[src/sv/cbb_pkg.sv]
`default_nettype none

package cbb_pkg;

  localparam int MAX_DEPTH_DEFAULT = 255;
  localparam int MAX_SCAN_DEFAULT  = 65536;

  localparam int CHAR_W   = 8;
  localparam int OFFSET_W = 16;
  localparam int MODE_W   = 4;
  localparam int ADDR_W   = 3;
  localparam int DATA_W   = 32;

  localparam logic REG_SCAN_BACKWARD = 1'b0;

  localparam logic [CHAR_W-1:0] CH_NEWLINE  = 8'h0A;
  localparam logic [CHAR_W-1:0] CH_DQUOTE   = 8'h22;
  localparam logic [CHAR_W-1:0] CH_SQUOTE   = 8'h27;
  localparam logic [CHAR_W-1:0] CH_LROUND   = 8'h28;
  localparam logic [CHAR_W-1:0] CH_RROUND   = 8'h29;
  localparam logic [CHAR_W-1:0] CH_STAR     = 8'h2A;
  localparam logic [CHAR_W-1:0] CH_SLASH    = 8'h2F;
  localparam logic [CHAR_W-1:0] CH_SEMI     = 8'h3B;
  localparam logic [CHAR_W-1:0] CH_LSQUARE  = 8'h5B;
  localparam logic [CHAR_W-1:0] CH_BACKSL   = 8'h5C;
  localparam logic [CHAR_W-1:0] CH_RSQUARE  = 8'h5D;
  localparam logic [CHAR_W-1:0] CH_LCURLY   = 8'h7B;
  localparam logic [CHAR_W-1:0] CH_RCURLY   = 8'h7D;

  localparam logic [MODE_W-1:0] MODE_NORMAL  = 4'd0;
  localparam logic [MODE_W-1:0] MODE_SLASH   = 4'd1;
  localparam logic [MODE_W-1:0] MODE_COMMENT = 4'd2;
  localparam logic [MODE_W-1:0] MODE_STAR    = 4'd3;
  localparam logic [MODE_W-1:0] MODE_DQUOTE  = 4'd4;
  localparam logic [MODE_W-1:0] MODE_SQUOTE  = 4'd5;
  localparam logic [MODE_W-1:0] MODE_ESCAPE  = 4'd6;
  localparam logic [MODE_W-1:0] MODE_BAD     = 4'd7;
  localparam logic [MODE_W-1:0] MODE_START   = 4'd8;

  localparam logic [1:0] OUTCOME_BALANCED  = 2'd0;
  localparam logic [1:0] OUTCOME_UNMATCHED = 2'd1;
  localparam logic [1:0] OUTCOME_BAD       = 2'd2;
  localparam logic [1:0] OUTCOME_NO_END    = 2'd3;

  typedef struct packed {
    logic [CHAR_W-1:0] character;
    logic              first_of_search;
    logic              last_in_range;
  } src_item_t;

  typedef struct packed {
    logic [1:0]          outcome;
    logic [CHAR_W-1:0]   deciding_char;
    logic [OFFSET_W-1:0] char_offset;
  } res_item_t;

  typedef struct packed {
    logic [MODE_W-1:0] mode;
    logic [MODE_W-1:0] mode_before_escape;
    logic              run;
    logic              square_up;
    logic              square_down;
    logic              curly_up;
    logic              curly_down;
    logic              round_up;
    logic              round_down;
  } feed_t;

endpackage

`default_nettype wire

[src/sv/c_bracket_balance_scanner.sv]
// C bracket balance scanner.
// Source characters arrive on the src channel (valid/ready), one item per
// character in scan order, with first_of_search opening a new search and
// last_in_range closing the window. Each search gives at most one item on
// the res channel (valid/ready): the outcome, the deciding character and
// its offset within the search. Direction is set by the scan_backward
// register on the APB port, which the user must write only while the block
// is idle; the block itself does not enforce this. An accepted item waits
// in the input register, is evaluated from there, and its result is
// registered when the input register moves on. One item per cycle
// is sustained: the input register moves on whenever the item produces no
// result or the result register is free or being emptied, so one more item
// is taken while a result waits.
// When the receiver stalls, the result holds; items that give no result
// still pass, and src_ready drops once an item that gives a result waits
// in the input register. Reset empties both stages, clears scan_backward
// and leaves the scanner idle: items without first_of_search are dropped
// without a result until a search starts.
`default_nettype none

module c_bracket_balance_scanner #(
  parameter int MAX_DEPTH = cbb_pkg::MAX_DEPTH_DEFAULT,
  parameter int MAX_SCAN  = cbb_pkg::MAX_SCAN_DEFAULT
) (
  input  logic                       clk,
  input  logic                       rst,
  input  logic                       src_valid,
  output logic                       src_ready,
  input  cbb_pkg::src_item_t         src_item,
  output logic                       res_valid,
  input  logic                       res_ready,
  output cbb_pkg::res_item_t         res_item,
  input  logic                       psel,
  input  logic                       penable,
  input  logic                       pwrite,
  input  logic [cbb_pkg::ADDR_W-1:0] paddr,
  input  logic [cbb_pkg::DATA_W-1:0] pwdata,
  output logic [cbb_pkg::DATA_W-1:0] prdata,
  output logic                       pready
);

  localparam int DW = $clog2(MAX_DEPTH + 2) + 1;
  localparam int CW = $clog2(MAX_SCAN);
  localparam logic signed [DW-1:0] DEPTH_MAX = DW'(MAX_DEPTH);
  localparam logic [CW-1:0] SCAN_LAST = CW'(MAX_SCAN - 1);

  logic scan_backward;
  logic s1_valid;
  cbb_pkg::src_item_t s1_item;
  logic s1_fire;

  logic [cbb_pkg::MODE_W-1:0] mode;
  logic [cbb_pkg::MODE_W-1:0] mode_before_escape;
  logic signed [DW-1:0] square_depth;
  logic signed [DW-1:0] curly_depth;
  logic signed [DW-1:0] round_depth;
  logic backslash_parity;
  logic [cbb_pkg::CHAR_W-1:0] held_char;
  logic [cbb_pkg::OFFSET_W-1:0] held_offset;
  logic [CW-1:0] consumed_count;
  logic search_finished;

  logic [cbb_pkg::MODE_W-1:0] cur_mode;
  logic [cbb_pkg::MODE_W-1:0] cur_mbe;
  logic signed [DW-1:0] cur_square;
  logic signed [DW-1:0] cur_curly;
  logic signed [DW-1:0] cur_round;
  logic cur_parity;
  logic [cbb_pkg::CHAR_W-1:0] cur_held;
  logic [cbb_pkg::OFFSET_W-1:0] cur_hoff;
  logic [CW-1:0] cur_count;
  logic cur_finished;

  logic [cbb_pkg::MODE_W-1:0] mode_next;
  logic [cbb_pkg::MODE_W-1:0] mode_before_escape_next;
  logic signed [DW-1:0] square_depth_next;
  logic signed [DW-1:0] curly_depth_next;
  logic signed [DW-1:0] round_depth_next;
  logic backslash_parity_next;
  logic [cbb_pkg::CHAR_W-1:0] held_char_next;
  logic [cbb_pkg::OFFSET_W-1:0] held_offset_next;
  logic [CW-1:0] consumed_count_next;
  logic search_finished_next;

  logic [cbb_pkg::CHAR_W-1:0] x;
  logic [cbb_pkg::OFFSET_W-1:0] idx16;
  logic last;
  logic use_feed;
  logic produce;
  logic bad;
  cbb_pkg::feed_t fd;
  cbb_pkg::res_item_t result;

  always_ff @(posedge clk) begin
    if (rst) begin
      scan_backward <= 1'b0;
    end else if (psel && penable && pwrite && paddr[2] == cbb_pkg::REG_SCAN_BACKWARD) begin
      scan_backward <= pwdata[0];
    end
  end

  assign pready = 1'b1;
  assign prdata = (paddr[2] == cbb_pkg::REG_SCAN_BACKWARD) ?
                  {{(cbb_pkg::DATA_W-1){1'b0}}, scan_backward} : '0;

  // a new search starts from cleared state
  always_comb begin
    if (s1_item.first_of_search) begin
      cur_mode = cbb_pkg::MODE_START;
      cur_mbe = cbb_pkg::MODE_NORMAL;
      cur_square = '0;
      cur_curly = '0;
      cur_round = '0;
      cur_parity = 1'b0;
      cur_held = '0;
      cur_hoff = '0;
      cur_count = '0;
      cur_finished = 1'b0;
    end else begin
      cur_mode = mode;
      cur_mbe = mode_before_escape;
      cur_square = square_depth;
      cur_curly = curly_depth;
      cur_round = round_depth;
      cur_parity = backslash_parity;
      cur_held = held_char;
      cur_hoff = held_offset;
      cur_count = consumed_count;
      cur_finished = search_finished;
    end
  end

  assign x = s1_item.character;
  assign idx16 = cbb_pkg::OFFSET_W'(cur_count);
  assign last = s1_item.last_in_range || (cur_count == SCAN_LAST);

  cbb_feed u_feed (
    .character          (scan_backward ? cur_held : x),
    .mode               (cur_mode),
    .mode_before_escape (cur_mbe),
    .backward           (scan_backward),
    .square_busy        (cur_square != '0),
    .round_busy         (cur_round != '0),
    .step               (fd)
  );

  always_comb begin
    mode_next = cur_mode;
    mode_before_escape_next = cur_mbe;
    square_depth_next = cur_square;
    curly_depth_next = cur_curly;
    round_depth_next = cur_round;
    backslash_parity_next = cur_parity;
    held_char_next = cur_held;
    held_offset_next = cur_hoff;
    consumed_count_next = cur_count;
    search_finished_next = cur_finished;
    use_feed = 1'b0;
    produce = 1'b0;
    bad = 1'b0;
    result.outcome = cbb_pkg::OUTCOME_NO_END;
    result.deciding_char = x;
    result.char_offset = idx16;

    if (!cur_finished) begin
      consumed_count_next = cur_count + 1'b1;
      if (!scan_backward) begin
        use_feed = 1'b1;
      end else if (cur_mode == cbb_pkg::MODE_START) begin
        mode_next = cbb_pkg::MODE_NORMAL;
        held_char_next = x;
        held_offset_next = idx16;
      end else if (x == cbb_pkg::CH_BACKSL && cur_mode != cbb_pkg::MODE_COMMENT &&
                   cur_mode != cbb_pkg::MODE_SLASH) begin
        backslash_parity_next = ~cur_parity;
      end else begin
        if (cur_parity) begin
          backslash_parity_next = 1'b0;
        end else begin
          use_feed = 1'b1;
          result.deciding_char = cur_held;
          result.char_offset = cur_hoff;
        end
        held_char_next = x;
        held_offset_next = idx16;
      end

      if (use_feed) begin
        mode_next = fd.mode;
        mode_before_escape_next = fd.mode_before_escape;
        square_depth_next = cur_square + DW'(fd.square_up) - DW'(fd.square_down);
        curly_depth_next = cur_curly + DW'(fd.curly_up) - DW'(fd.curly_down);
        round_depth_next = cur_round + DW'(fd.round_up) - DW'(fd.round_down);
        bad = (fd.mode == cbb_pkg::MODE_BAD) || (square_depth_next > DEPTH_MAX) ||
              (curly_depth_next > DEPTH_MAX) || (round_depth_next > DEPTH_MAX);
      end

      if (use_feed && fd.run) begin
        if (bad) begin
          produce = 1'b1;
          result.outcome = cbb_pkg::OUTCOME_BAD;
        end else if (square_depth_next[DW-1] || curly_depth_next[DW-1] ||
                     round_depth_next[DW-1]) begin
          produce = 1'b1;
          result.outcome = cbb_pkg::OUTCOME_UNMATCHED;
        end else if (square_depth_next == '0 && curly_depth_next == '0 &&
                     round_depth_next == '0) begin
          produce = 1'b1;
          result.outcome = cbb_pkg::OUTCOME_BALANCED;
        end
      end

      if (!produce && last) begin
        produce = 1'b1;
        result.outcome = cbb_pkg::OUTCOME_NO_END;
        result.deciding_char = x;
        result.char_offset = idx16;
      end

      if (produce) begin
        search_finished_next = 1'b1;
      end
    end
  end

  assign s1_fire = s1_valid && (!produce || !res_valid || res_ready);
  assign src_ready = !s1_valid || s1_fire;

  always_ff @(posedge clk) begin
    if (rst) begin
      s1_valid <= 1'b0;
    end else if (src_ready) begin
      s1_valid <= src_valid;
    end
  end

  always_ff @(posedge clk) begin
    if (src_ready && src_valid) begin
      s1_item <= src_item;
    end
  end

  always_ff @(posedge clk) begin
    if (rst) begin
      mode <= cbb_pkg::MODE_START;
      mode_before_escape <= cbb_pkg::MODE_NORMAL;
      square_depth <= '0;
      curly_depth <= '0;
      round_depth <= '0;
      backslash_parity <= 1'b0;
      held_char <= '0;
      held_offset <= '0;
      consumed_count <= '0;
      search_finished <= 1'b1;
    end else if (s1_fire) begin
      mode <= mode_next;
      mode_before_escape <= mode_before_escape_next;
      square_depth <= square_depth_next;
      curly_depth <= curly_depth_next;
      round_depth <= round_depth_next;
      backslash_parity <= backslash_parity_next;
      held_char <= held_char_next;
      held_offset <= held_offset_next;
      consumed_count <= consumed_count_next;
      search_finished <= search_finished_next;
    end
  end

  always_ff @(posedge clk) begin
    if (rst) begin
      res_valid <= 1'b0;
    end else if (s1_fire && produce) begin
      res_valid <= 1'b1;
    end else if (res_ready) begin
      res_valid <= 1'b0;
    end
  end

  always_ff @(posedge clk) begin
    if (s1_fire && produce) begin
      res_item <= result;
    end
  end

endmodule

`default_nettype wire

[src/sv/cbb_feed.sv]
`default_nettype none

module cbb_feed (
  input  logic [cbb_pkg::CHAR_W-1:0] character,
  input  logic [cbb_pkg::MODE_W-1:0] mode,
  input  logic [cbb_pkg::MODE_W-1:0] mode_before_escape,
  input  logic                       backward,
  input  logic                       square_busy,
  input  logic                       round_busy,
  output cbb_pkg::feed_t             step
);

  logic go;
  logic open_sq;
  logic close_sq;
  logic open_cu;
  logic close_cu;
  logic open_rd;
  logic close_rd;

  always_comb begin
    step = '0;
    step.mode = mode;
    step.mode_before_escape = mode_before_escape;
    go = 1'b0;
    open_sq = 1'b0;
    close_sq = 1'b0;
    open_cu = 1'b0;
    close_cu = 1'b0;
    open_rd = 1'b0;
    close_rd = 1'b0;

    unique case (mode) inside
      cbb_pkg::MODE_SLASH: begin
        if (character == cbb_pkg::CH_STAR) begin
          step.mode = cbb_pkg::MODE_COMMENT;
        end else begin
          go = 1'b1;
        end
      end
      cbb_pkg::MODE_STAR: begin
        if (character == cbb_pkg::CH_SLASH) begin
          step.mode = cbb_pkg::MODE_NORMAL;
          step.run = 1'b1;
        end else if (character == cbb_pkg::CH_STAR) begin
          step.mode = cbb_pkg::MODE_STAR;
        end else begin
          step.mode = cbb_pkg::MODE_COMMENT;
        end
      end
      cbb_pkg::MODE_COMMENT: begin
        if (character == cbb_pkg::CH_STAR) begin
          step.mode = cbb_pkg::MODE_STAR;
        end
      end
      cbb_pkg::MODE_DQUOTE, cbb_pkg::MODE_SQUOTE: begin
        if (character == cbb_pkg::CH_NEWLINE) begin
          step.mode = cbb_pkg::MODE_BAD;
          step.run = 1'b1;
        end else if (character == cbb_pkg::CH_BACKSL) begin
          step.mode_before_escape = mode;
          step.mode = cbb_pkg::MODE_ESCAPE;
        end else if ((character == cbb_pkg::CH_DQUOTE && mode == cbb_pkg::MODE_DQUOTE) ||
                     (character == cbb_pkg::CH_SQUOTE && mode == cbb_pkg::MODE_SQUOTE)) begin
          step.mode = cbb_pkg::MODE_NORMAL;
          step.run = 1'b1;
        end
      end
      cbb_pkg::MODE_ESCAPE: begin
        step.mode = mode_before_escape;
      end
      default: begin
        go = 1'b1;
      end
    endcase

    if (go) begin
      step.mode = cbb_pkg::MODE_NORMAL;
      step.run = 1'b1;
      case (character)
        cbb_pkg::CH_LSQUARE: open_sq = 1'b1;
        cbb_pkg::CH_RSQUARE: close_sq = 1'b1;
        cbb_pkg::CH_LROUND:  open_rd = 1'b1;
        cbb_pkg::CH_RROUND:  close_rd = 1'b1;
        cbb_pkg::CH_LCURLY, cbb_pkg::CH_RCURLY: begin
          open_cu = (character == cbb_pkg::CH_LCURLY);
          close_cu = (character == cbb_pkg::CH_RCURLY);
          if (round_busy || square_busy) begin
            step.mode = cbb_pkg::MODE_BAD;
          end
        end
        cbb_pkg::CH_SEMI: begin
          if (square_busy) begin
            step.mode = cbb_pkg::MODE_BAD;
          end
        end
        cbb_pkg::CH_DQUOTE: begin
          step.mode = cbb_pkg::MODE_DQUOTE;
          step.run = 1'b0;
        end
        cbb_pkg::CH_SQUOTE: begin
          step.mode = cbb_pkg::MODE_SQUOTE;
          step.run = 1'b0;
        end
        cbb_pkg::CH_BACKSL: begin
          step.mode_before_escape = cbb_pkg::MODE_NORMAL;
          step.mode = cbb_pkg::MODE_ESCAPE;
          step.run = 1'b0;
        end
        cbb_pkg::CH_SLASH: begin
          step.mode = cbb_pkg::MODE_SLASH;
          step.run = 1'b0;
        end
        default: ;
      endcase
    end

    // backward scan counts closers up and openers down
    step.square_up   = backward ? close_sq : open_sq;
    step.square_down = backward ? open_sq  : close_sq;
    step.curly_up    = backward ? close_cu : open_cu;
    step.curly_down  = backward ? open_cu  : close_cu;
    step.round_up    = backward ? close_rd : open_rd;
    step.round_down  = backward ? open_rd  : close_rd;
  end

endmodule

`default_nettype wire

[config.mk]
export PLATFORM = sky130hd
export DESIGN_NAME = c_bracket_balance_scanner
export DESIGN_NICKNAME = d
export VERILOG_FILES = /design/src/sv/cbb_pkg.sv /design/src/sv/c_bracket_balance_scanner.sv /design/src/sv/cbb_feed.sv
export SDC_FILE = /design/constraint.sdc
export NUM_CORES = 1
export LEC_CHECK = 0
export ABC_AREA = 1
export BUFFER_PORTS_ARGS = -buffer_cell sky130_fd_sc_hd__buf_2
export CAP_MARGIN = 0
export CORE_MARGIN = 2
export CORE_UTILIZATION = 60
export CTS_CLUSTER_SIZE = 25
export DETAILED_ROUTE_END_ITERATION = 10
export PLACE_DENSITY = 0.82
export SLEW_MARGIN = 20
export SYNTH_ARGS = -nofsm -noshare
export SYNTH_HDL_FRONTEND = slang
export SYNTH_SLANG_ARGS = --single-unit
[constraint.sdc]
create_clock -name clk -period 6.2 [get_ports clk]
set_input_delay 0.62 -clock clk [delete_from_list [all_inputs] [get_ports clk]]
set_output_delay 0.62 -clock clk [all_outputs]
set_load 0.1 [all_outputs]
==> results of run 1 <==
-- cells by family after synthesis --
family | Yosys count | share of synthesized area
other cells | 2 | 0.000752
xor+xnor | 27 | 0.0237
fa+ha+maj | 42 | 0.0549
buf+inv | 267 | 0.131
compound gates | 167 | 0.0911
simple gates | 979 | 0.424
flops | 119 | 0.275
-- cell usage after synthesis, drive strengths merged, types with 7 or more instances --
library cell / count / area [um^2]
nor3: 9 / 45.0
nand3: 150 / 821
xor2: 20 / 175
nand3b: 31 / 233
a21oi: 40 / 223
nand4: 19 / 119
inv: 158 / 596
nor2: 235 / 920
edfxtp: 36 / 1080
clkbuf: 26 / 97.6
o21ai: 110 / 554
dfxtp: 83 / 1660
nand2: 525 / 2030
ha: 39 / 488
xnor2: 7 / 61.3
buf: 82 / 611
-- layout make-up --
type	instances	area (um^2)	share of cell area
clock buffer	20	457	0.0427
clock inverter	12	150	0.0140
inverter	159	607	0.0567
multi-input combinational	1247	6080	0.568
sequential	119	2750	0.257
tap	220	275	0.0257
timing repair buffer	63	378	0.0353
timing repair inverter	1	6.26	0.000585
-- per-layer routing --
layer,GRT usage,vias up,share of wire
li1,-,5054,-
met1,0.378,4488,0.44
met2,0.470,399,0.46
met3,0.0464,46,0.079
met4,0.109,0,0.022
met5,0,-,0
-- state kept, by name, indices dropped and copies added (netlist names), 8 cells and up --
| register | flops |
|---|---|
| res_item | 26 |
| consumed_count | 16 |
| held_offset | 16 |
| curly_depth | 10 |
| round_depth | 10 |
| square_depth | 10 |
| held_char | 8 |
| x | 8 |
-- power groups by stage --
stage / clock network (uW) / logic [uW] / registers (uW)
floorplan: 0 / 548 / 957
global placement: 0 / 694 / 897
detailed placement: 0 / 703 / 898
CTS: 1020 / 708 / 883
global route: 1060 / 801 / 889
finish: 1020 / 722 / 884
-- worst max-delay path, delay by kind of cell, from the launching register on --
family | cells | cell delay [ns]
flip-flops | 1 | 0.47
buffers and inverters | 6 | 1.35
AO/OA/AOI/OAI | 3 | 0.79
AND/OR/NAND/NOR | 12 | 2.13
-- final timing paths --
| path | from | endpoint | slack [ns] | depth (start not counted) |
|---|---|---|---|---|
| min reg2reg | square_depth[1] | square_depth[1] | 0.46 | 2 |
| min | src_item[8] | x[6] | 0.36 | 1 |
| max | s1_item[1] | src_ready | 0.38 | 21 |
| max reg2reg | s1_item[1] | mode_before_escape[3] | 0.63 | 33 |
-- timing repair --
item,CTS,global route
setup endpoints to repair,0,78
resized for setup,0,16
buffers inserted,0,5
-- stage by stage --
step | setup slack, ns | hold slack (ns) | total power (uW) | instance area, um^2
floorplan | 1.08 | 0.439 | 1510 | 10100
global placement | 0.410 | 0.449 | 1590 | 10000
detailed placement | 0.354 | 0.453 | 1600 | 10000
CTS | 0.0155 | 0.362 | 2610 | 10600
global route | 0.0305 | 0.356 | 2750 | 10700
finish | 0.383 | 0.362 | 2620 | 10700
==> results.ini, run 1 <==
[worst_setup_path]
crit_arrival_ns = 5.20
crit_path_end_kind = primary output
crit_fanout = 49
worstSetupPathType = reg -> out
startpoint_type = flip-flop
critPathMaxStageDelay_ns = 0.54
crit_slowest_cell = nand2_4
cpMostUsedCell = nand2_1
path_cells = buf_4, inv_4, buf_4, o21ai_0, a21oi_2, nand2_2, nand2_4, inv_2, o21ai_0, nand2_1, nor2_1, nand2_1, nor2_1, nand2_1, nand3_2, nand2_2, nand2_4, nand2_8, nor2_2, inv_1, buf_12
cp.required_ns = 5.58

[sta]
slew_violations = 0
setup_viol = 0
fin_crit_sh = 0.938
fin_crit_ns = 5.82
timing.fmax_mhz = 172
hold_viol = 0
finalSetupTns_ns = 0
rsz0062_at_grt = no
finalClockSkew_ns = 0.0190
worst_pin_slew_ns = 1.04
relSlewSlack = 0.307

[status]
status = completed

[yosys]
syn_area_um2 = 9980
ys_ff_latch = 119
async_flop_share = 0
yosys_warnings = 0
syn_area_per_cell_um2 = 6.23
ys.flop_type = dfxtp_1
yosysUniqueCellTypes = 50
synth_edf_count = 36
yosysSeqAreaShare = 0.275
synthCells = 1603

[global_routing]
grt_overflow = 0
grt_first_pass_wirelength_um = 41700
grt_max_degree = 78
track_usage = 0.286
antenna_found_initial = 0
grt_pass1_vias = 8926

[power_and_ir_drop]
internal_power_uw = 1700
sw_frac_of_total = 0.351
p_comb_frac = 0.275
p_clk_frac = 0.388
switching_power_uw = 921
power_leakage_uw = 0.00538
power_density_nw_per_um2 = 245
seqPwrFrac = 0.337
ir_drop_uv = 210

[floorplan]
fp.dieW_um = 133
die_y_um = 133
io_pins = 113
dieArea_um2 = 17700
coreArea_um2 = 16400
initial_core_util = 0.608
placementRows = 47

[detailed_routing]
dr_total_vias = 9987
ant_nets = 0
via_per_inst = 5.42
wl_per_cell_um = 13.7
finalWirelength_um = 25200
drtIter0Drc = 1004
remaining_drc_errors = 0
dr.pass1.iters = 6

[final_layout]
utilization = 0.652
layout_common_cells = nand2_1, nor2_1, inv_1
final_cell_count_no_fill = 1841
fill_cells = 1476
diodes = 0
drive_above_1_share = 0.0969
syn2layout_area_growth_pct = 7.13
num-nets-final = 1702
final_common_cell = nand2_1

[placement]
dp.cells = 1803
io_buffers = 47
gp_congestion = 0.978
post-dp-hpwl_um = 16200

[worst_hold_path]
hold_class = in -> reg

[clocking]
cts_tree = built
clk_pin_slew_ns = 0.06
cts_buffer_depth = 2
cts-hold-fix-buffers = 0
cts_max_level = 4
clk_latency_ns = 0.43
cts_inserted_buffers = 17
cts_sinks = 119
cts-root-buf = clkbuf_16

[run]
drv_cap = 0

Note: power is estimated with default switching activity, not from simulation.
==> run 2: changes to the inputs <==
--- a/config.mk
+++ b/config.mk
@@ -8,11 +8,13 @@
 export ABC_AREA = 1
 export BUFFER_PORTS_ARGS = -buffer_cell sky130_fd_sc_hd__buf_2
 export CAP_MARGIN = 0
+export CELL_PAD_IN_SITES_DETAIL_PLACEMENT = 1
+export CELL_PAD_IN_SITES_GLOBAL_PLACEMENT = 2
 export CORE_MARGIN = 2
-export CORE_UTILIZATION = 60
+export CORE_UTILIZATION = 32
 export CTS_CLUSTER_SIZE = 25
 export DETAILED_ROUTE_END_ITERATION = 10
-export PLACE_DENSITY = 0.82
+export PLACE_DENSITY_LB_ADDON = 0.1
 export SLEW_MARGIN = 20
 export SYNTH_ARGS = -nofsm -noshare
 export SYNTH_HDL_FRONTEND = slang
==> run 2 against run 1 <==
Against the previous run:
- sequential power rose by 0.7%
- first-iteration DRC count fell by 55%
- worst setup slack improved by 0.00089 ns
- design area rose by 3.2%
- fmax barely moved
- critical endpoint unchanged
==> results.ini, run 2 (synthesized netlist as in run 1, its figures left out) <==
[sta]
slew_violations = 0
timing.fmax_mhz = 172
fin_crit_ns = 5.82
relSlewSlack = 0.342
hold_viol = 0
fin_crit_sh = 0.938
setup_viol = 0
worst_pin_slew_ns = 0.985
finalClockSkew_ns = 0.0145

[final_layout]
diodes = 0
top_register = res_item
multi_input_area_um2 = 6110
syn2layout_area_growth_pct = 10.5
reg_top3 = res_item x26, consumed_count x16, held_offset x16
largest_register_ffs = 26
seq_area_um2 = 2750
drive_above_1_share = 0.107
fill_cells = 4013
final_common_cell = nand2_1
utilization = 0.360
num-nets-final = 1711
layout_common_cells = nand2_1, nor2_1, inv_1

[worst_setup_path]
critPathBufInv = 4
crit_arrival_ns = 5.20
startpoint_type = flip-flop
crit_slowest_cell = fa_2
crit_family = simple AND/OR/NAND/NOR gates
worstSetupPathType = reg -> out
crit_fanout = 12
rr_worst_depth = 32
ff2ff_setup_slack_ns = 0.84
crit_path_end_kind = primary output
path_depth = 30
r2r_end = square_depth[4]
cp.required_ns = 5.58
cpMostUsedCell = nand2_1
critPathMaxStageDelay_ns = 0.38
r2r-start = scan_backward

[clocking]
cts_tree = built
cts_sinks = 119
cts_max_level = 4
clk_pin_slew_ns = 0.05
clk_latency_ns = 0.45
cts_inserted_buffers = 17
cts_buffer_depth = 2
cts-root-buf = clkbuf_16

[detailed_routing]
wl_per_cell_um = 16.6
dr.pass1.iters = 4
dr_total_vias = 9976
remaining_drc_errors = 0
via_per_inst = 4.92
ant_nets = 0
drtIter0Drc = 447
finalWirelength_um = 33700

[worst_hold_path]
min_to = x[0]
holdPathStages = 1
hold_class = in -> reg
holdCritStartpoint = src_item[2]

[floorplan]
coreArea_um2 = 30700
fp.dieW_um = 181
die_y_um = 181
io_pins = 113
dieArea_um2 = 32600
initial_core_util = 0.326
placementRows = 64

[power_and_ir_drop]
finalPower_uw = 2700
seqPwrFrac = 0.330
switching_power_uw = 981
internal_power_uw = 1720
ir_drop_uv = 217
power_density_nw_per_um2 = 245
power_leakage_uw = 0.00543
p_clk_frac = 0.391
sw_frac_of_total = 0.363
p_comb_frac = 0.279

[placement]
gp_congestion = 0.827
io_buffers = 47
post-dp-hpwl_um = 22600

[global_routing]
track_usage = 0.210
grt_pass1_vias = 10300
grt_first_pass_wirelength_um = 54400
grt_overflow = 0
grt_max_degree = 54
antenna_found_initial = 0

[run]
drv_cap = 0

[status]
status = completed

==> run 2: cell count changes in the layout (fill, tap and decap cells not counted), sizes merged <==
cell / change
buf: +8
clkbuf: +4
clkinv: -3
clkinvlp: +1
inv: -1
==> run 2: per-stage QoR <==
stage                     cell area [um^2]  TNS, ns  worst slack, ns  hold WS, ns  cells
after floorplan                      10100        0             1.08        0.439   1633
after global placement               10300        0            0.300        0.449   1987
after detailed placement             10300        0            0.222        0.453   1987
after CTS                            10900        0           0.0834        0.325   2019
after global routing                 11000  -0.0113          -0.0113        0.333   2026
final                                11000        0            0.384        0.351   2026
==> run 2: timing repair <==
item / CTS / global route
resized for setup: 6 / 18
hold buffers: 0 / 0
setup buffers: 0 / 5
pin swaps: 0 / 1
cloned: 0 / 2
endpoints found under the setup margin: 1 / 1
==> run 2: cell type report <==
type	instances	area share
inverter	159	0.0551
tap	396	0.0449
clock buffer	24	0.0437
clock inverter	8	0.0110
sequential	119	0.249
multi-input combinational	1247	0.554
timing repair inverter	2	0.00113
timing repair buffer	71	0.0416
==> run 2: power by group through the flow <==
stage | logic (uW) | registers, uW | clock network, uW
after global routing | 844 | 897 | 1110
after CTS | 754 | 890 | 1090
after floorplan | 548 | 957 | 0
after global placement | 738 | 905 | 0
final | 754 | 890 | 1060
after detailed placement | 747 | 906 | 0
==> run 2: how the worst max path moves through the flow <==
| stage | start | endpoint | slack, ns |
|---|---|---|---|
| 2_1_floorplan | s1_item[1] | s1_item[0] | 1.08 |
| 3_3_place_gp | s1_item[1] | res_item[20] | 0.30 |
| 3_5_place_dp | s1_item[1] | res_item[20] | 0.22 |
| 4_1_cts | scan_backward | src_ready | 0.08 |
| 5_1_grt | s1_item[1] | src_ready | -0.01 |
| 6_report | scan_backward | src_ready | 0.38 |
==> run 2: layer usage <==
layer / wire, um / vias up / track usage
met3: 727 / 23 / 0.0319
met4: 391 / 0 / 0.0487
met2: 16100 / 93 / 0.369
met5: 0 / - / 0
met1: 16400 / 4798 / 0.268
li1: - / 5062 / -
==> run 3: changes to the inputs <==
--- a/config.mk
+++ b/config.mk
@@ -18,4 +18,5 @@
 export SLEW_MARGIN = 20
 export SYNTH_ARGS = -nofsm -noshare
 export SYNTH_HDL_FRONTEND = slang
+export SYNTH_HIERARCHICAL = 1
 export SYNTH_SLANG_ARGS = --single-unit
==> run 3 against run 2 <==
Against the previous run:
- non-clock buffer count up 12
- count of clock-buffer cells in the layout down 6
- fmax grew 0.80%
- global-route usage fell by 0.53 points
- synthesized area decreased by 1.6%
- via count decreased by 0.94%
- clock power hardly changed
- clock skew shrank 0.0062 ns
- sequential power is 0.6% higher
==> results.ini, run 3 <==
[worst_setup_path]
endpoint = src_ready
ff2ff_setup_slack_ns = 0.79
r2r_end = mode_before_escape[2]
critPathLaunch = s1_item[1]
cp.required_ns = 5.58
critPathMaxStageDelay_ns = 0.40
crit_slowest_cell = edfxtp_1
rr_worst_depth = 38
startpoint_type = flip-flop
cpMostUsedCell = nand2_1
crit_arrival_ns = 5.15
r2r-start = s1_item[1]
crit_fanout = 10
crit_path_end_kind = primary output
worstSetupPathType = reg -> out

[clocking]
cts_inserted_buffers = 17
clk_pin_slew_ns = 0.06
cts_max_level = 4
cts_tree = built
clk_latency_ns = 0.43
cts_sinks = 119
cts_buffer_depth = 2
cts-root-buf = clkbuf_16

[detailed_routing]
dr.pass1.iters = 5
via_per_inst = 4.89
wl_per_cell_um = 15.7
wirelength_met1_um = 15600
ant_nets = 0
finalWirelength_um = 31700
remaining_drc_errors = 0
dr.max_layer_used = met4
met3WireLength_um = 607
dr_total_vias = 9882
drtIter0Drc = 404
wl_met2_um = 15200

[floorplan]
io_pins = 113
placementRows = 64
fp.dieW_um = 179
initial_core_util = 0.323
die_y_um = 179
dieArea_um2 = 32100
coreArea_um2 = 30400

[yosys]
synth_area_leader_cell = dfxtp_1
netlist_top_cells_area = dfxtp_1, nand2_1, edfxtp_1
synth_top_area_frac = 0.169
synth_commonest_cells = nand2_1, nor2_1, inv_1
synthCells = 1591
synth_edf_count = 36
async_flop_share = 0
yosys.cell_count.top_type = nand2_1
yosysSeqAreaShare = 0.279
yosys_warnings = 6
syn_area_um2 = 9820
yosysUniqueCellTypes = 48
ys_ff_latch = 119
syn_area_per_cell_um2 = 6.17
ys.flop_type = dfxtp_1

[final_layout]
multi_input_area_um2 = 5930
syn2layout_area_growth_pct = 12.8
drive_above_1_share = 0.113
reg_top3 = res_item x26, consumed_count x16, held_offset x16
seq_area_um2 = 2750
final_common_cell = nand2_1
utilization = 0.364
largest_register_ffs = 26
top_register = res_item
fill_cells = 4046
fin_area_um2 = 11100
layout_common_cells = nand2_1, nor2_1, inv_1
num-nets-final = 1703
diodes = 0

[global_routing]
grt_max_degree = 126
track_usage = 0.204
grt_overflow = 0
antenna_found_initial = 0
grt_first_pass_wirelength_um = 51500
grt_pass1_vias = 9904

[run]
drv_cap = 0

[sta]
finalClockSkew_ns = 0.00831
timing.fmax_mhz = 173
fin_crit_ns = 5.77
slew_violations = 0
timing.hold.ws_ns = 0.357
setup_viol = 0
fin_ws_ns = 0.430
relSlewSlack = 0.417
hold_viol = 0
fin_crit_sh = 0.931
worst_pin_slew_ns = 0.874

[worst_hold_path]
holdCritStartpoint = src_item[3]
hold_class = in -> reg

[power_and_ir_drop]
finalPower_uw = 2780
ir_drop_uv = 173
power_leakage_uw = 0.00535
power_density_nw_per_um2 = 251

[placement]
gp_congestion = 0.819
placed_cell_area_um2 = 10300
io_buffers = 47
post-dp-hpwl_um = 21900
pre_cts_ws_ns = 0.208

[status]
status = completed

==> run 3: cell count changes after synthesis, sizes merged, moves of 4 or more <==
cell    delta
o21ai     +14
o22ai     +13
nand3b    -15
a21oi     +45
nor2       -8
inv       +30
buf        -4
nand2     -76
clkbuf     +8
nand3     -20
==> run 3: cells by family after synthesis <==
group / after synthesis / synth area share
compound gates: 243 / 0.133
xor+xnor: 26 / 0.0232
fa+ha+maj: 39 / 0.0520
buf+inv: 301 / 0.138
flops: 119 / 0.279
mux: 2 / 0.00229
other cells: 2 / 0.000764
simple gates: 859 / 0.372
==> run 3: worst min path at each step <==
stage          slack (ns)  cells after the start            endpoint
2_1_floorplan        0.45                      2  consumed_count[13]
3_3_place_gp         0.46                      2   consumed_count[5]
3_5_place_dp         0.47                      2      held_offset[4]
4_1_cts              0.33                      1                x[1]
5_1_grt              0.33                      1                x[1]
6_report             0.36                      1                x[1]
==> run 3: through the flow <==
step                cells  TNS (ns)
floorplan            1621         0
global placement     1979         0
detailed placement   1979         0
CTS                  2019         0
global route         2021  -0.00530
finish               2021         0
==> run 3: final cells by class <==
| cell class | count | area share |
|---|---|---|
| Clock buffer | 18 | 0.0396 |
| Clock inverter | 14 | 0.0177 |
| Inverter | 189 | 0.0646 |
| Multi-Input combinational cell | 1201 | 0.535 |
| Sequential cell | 119 | 0.248 |
| Tap cell | 396 | 0.0447 |
| Timing Repair Buffer | 83 | 0.0497 |
| Timing Repair inverter | 1 | 0.000678 |
==> run 3: worst max-delay path, delay by kind of cell (launching register included) <==
kind | cells | cell delay (ns)
XOR/XNOR | 1 | 0.15
buffers and inverters | 10 | 1.13
flip-flops | 1 | 0.40
adder cells (fa/ha/maj) | 3 | 0.87
AO/OA/AOI/OAI | 2 | 0.19
AND/OR/NAND/NOR | 19 | 1.94
==> run 3: repair_timing <==
item	CTS	global route
cloned	1	0
setup buffers	7	2
resized for setup	11	28
pin swaps	0	4
hold buffers	0	0
endpoints found under the setup margin	1	5
==> run 3: metal layers <==
layer  up-vias  track usage
li1       5075            -
met1      4709        0.270
met2        82        0.349
met3        16       0.0348
met4         0       0.0420
met5         -            0
==> run 3: power breakdown <==
group | internal [uW] | total [uW] | switching, uW | leakage (uW)
Clock | 685 | 1090 | 401 | 0.000293
Sequential | 858 | 895 | 37.6 | 0.00102
Combinational | 225 | 801 | 576 | 0.00403
Total | 1770 | 2780 | 1020 | 0.00535
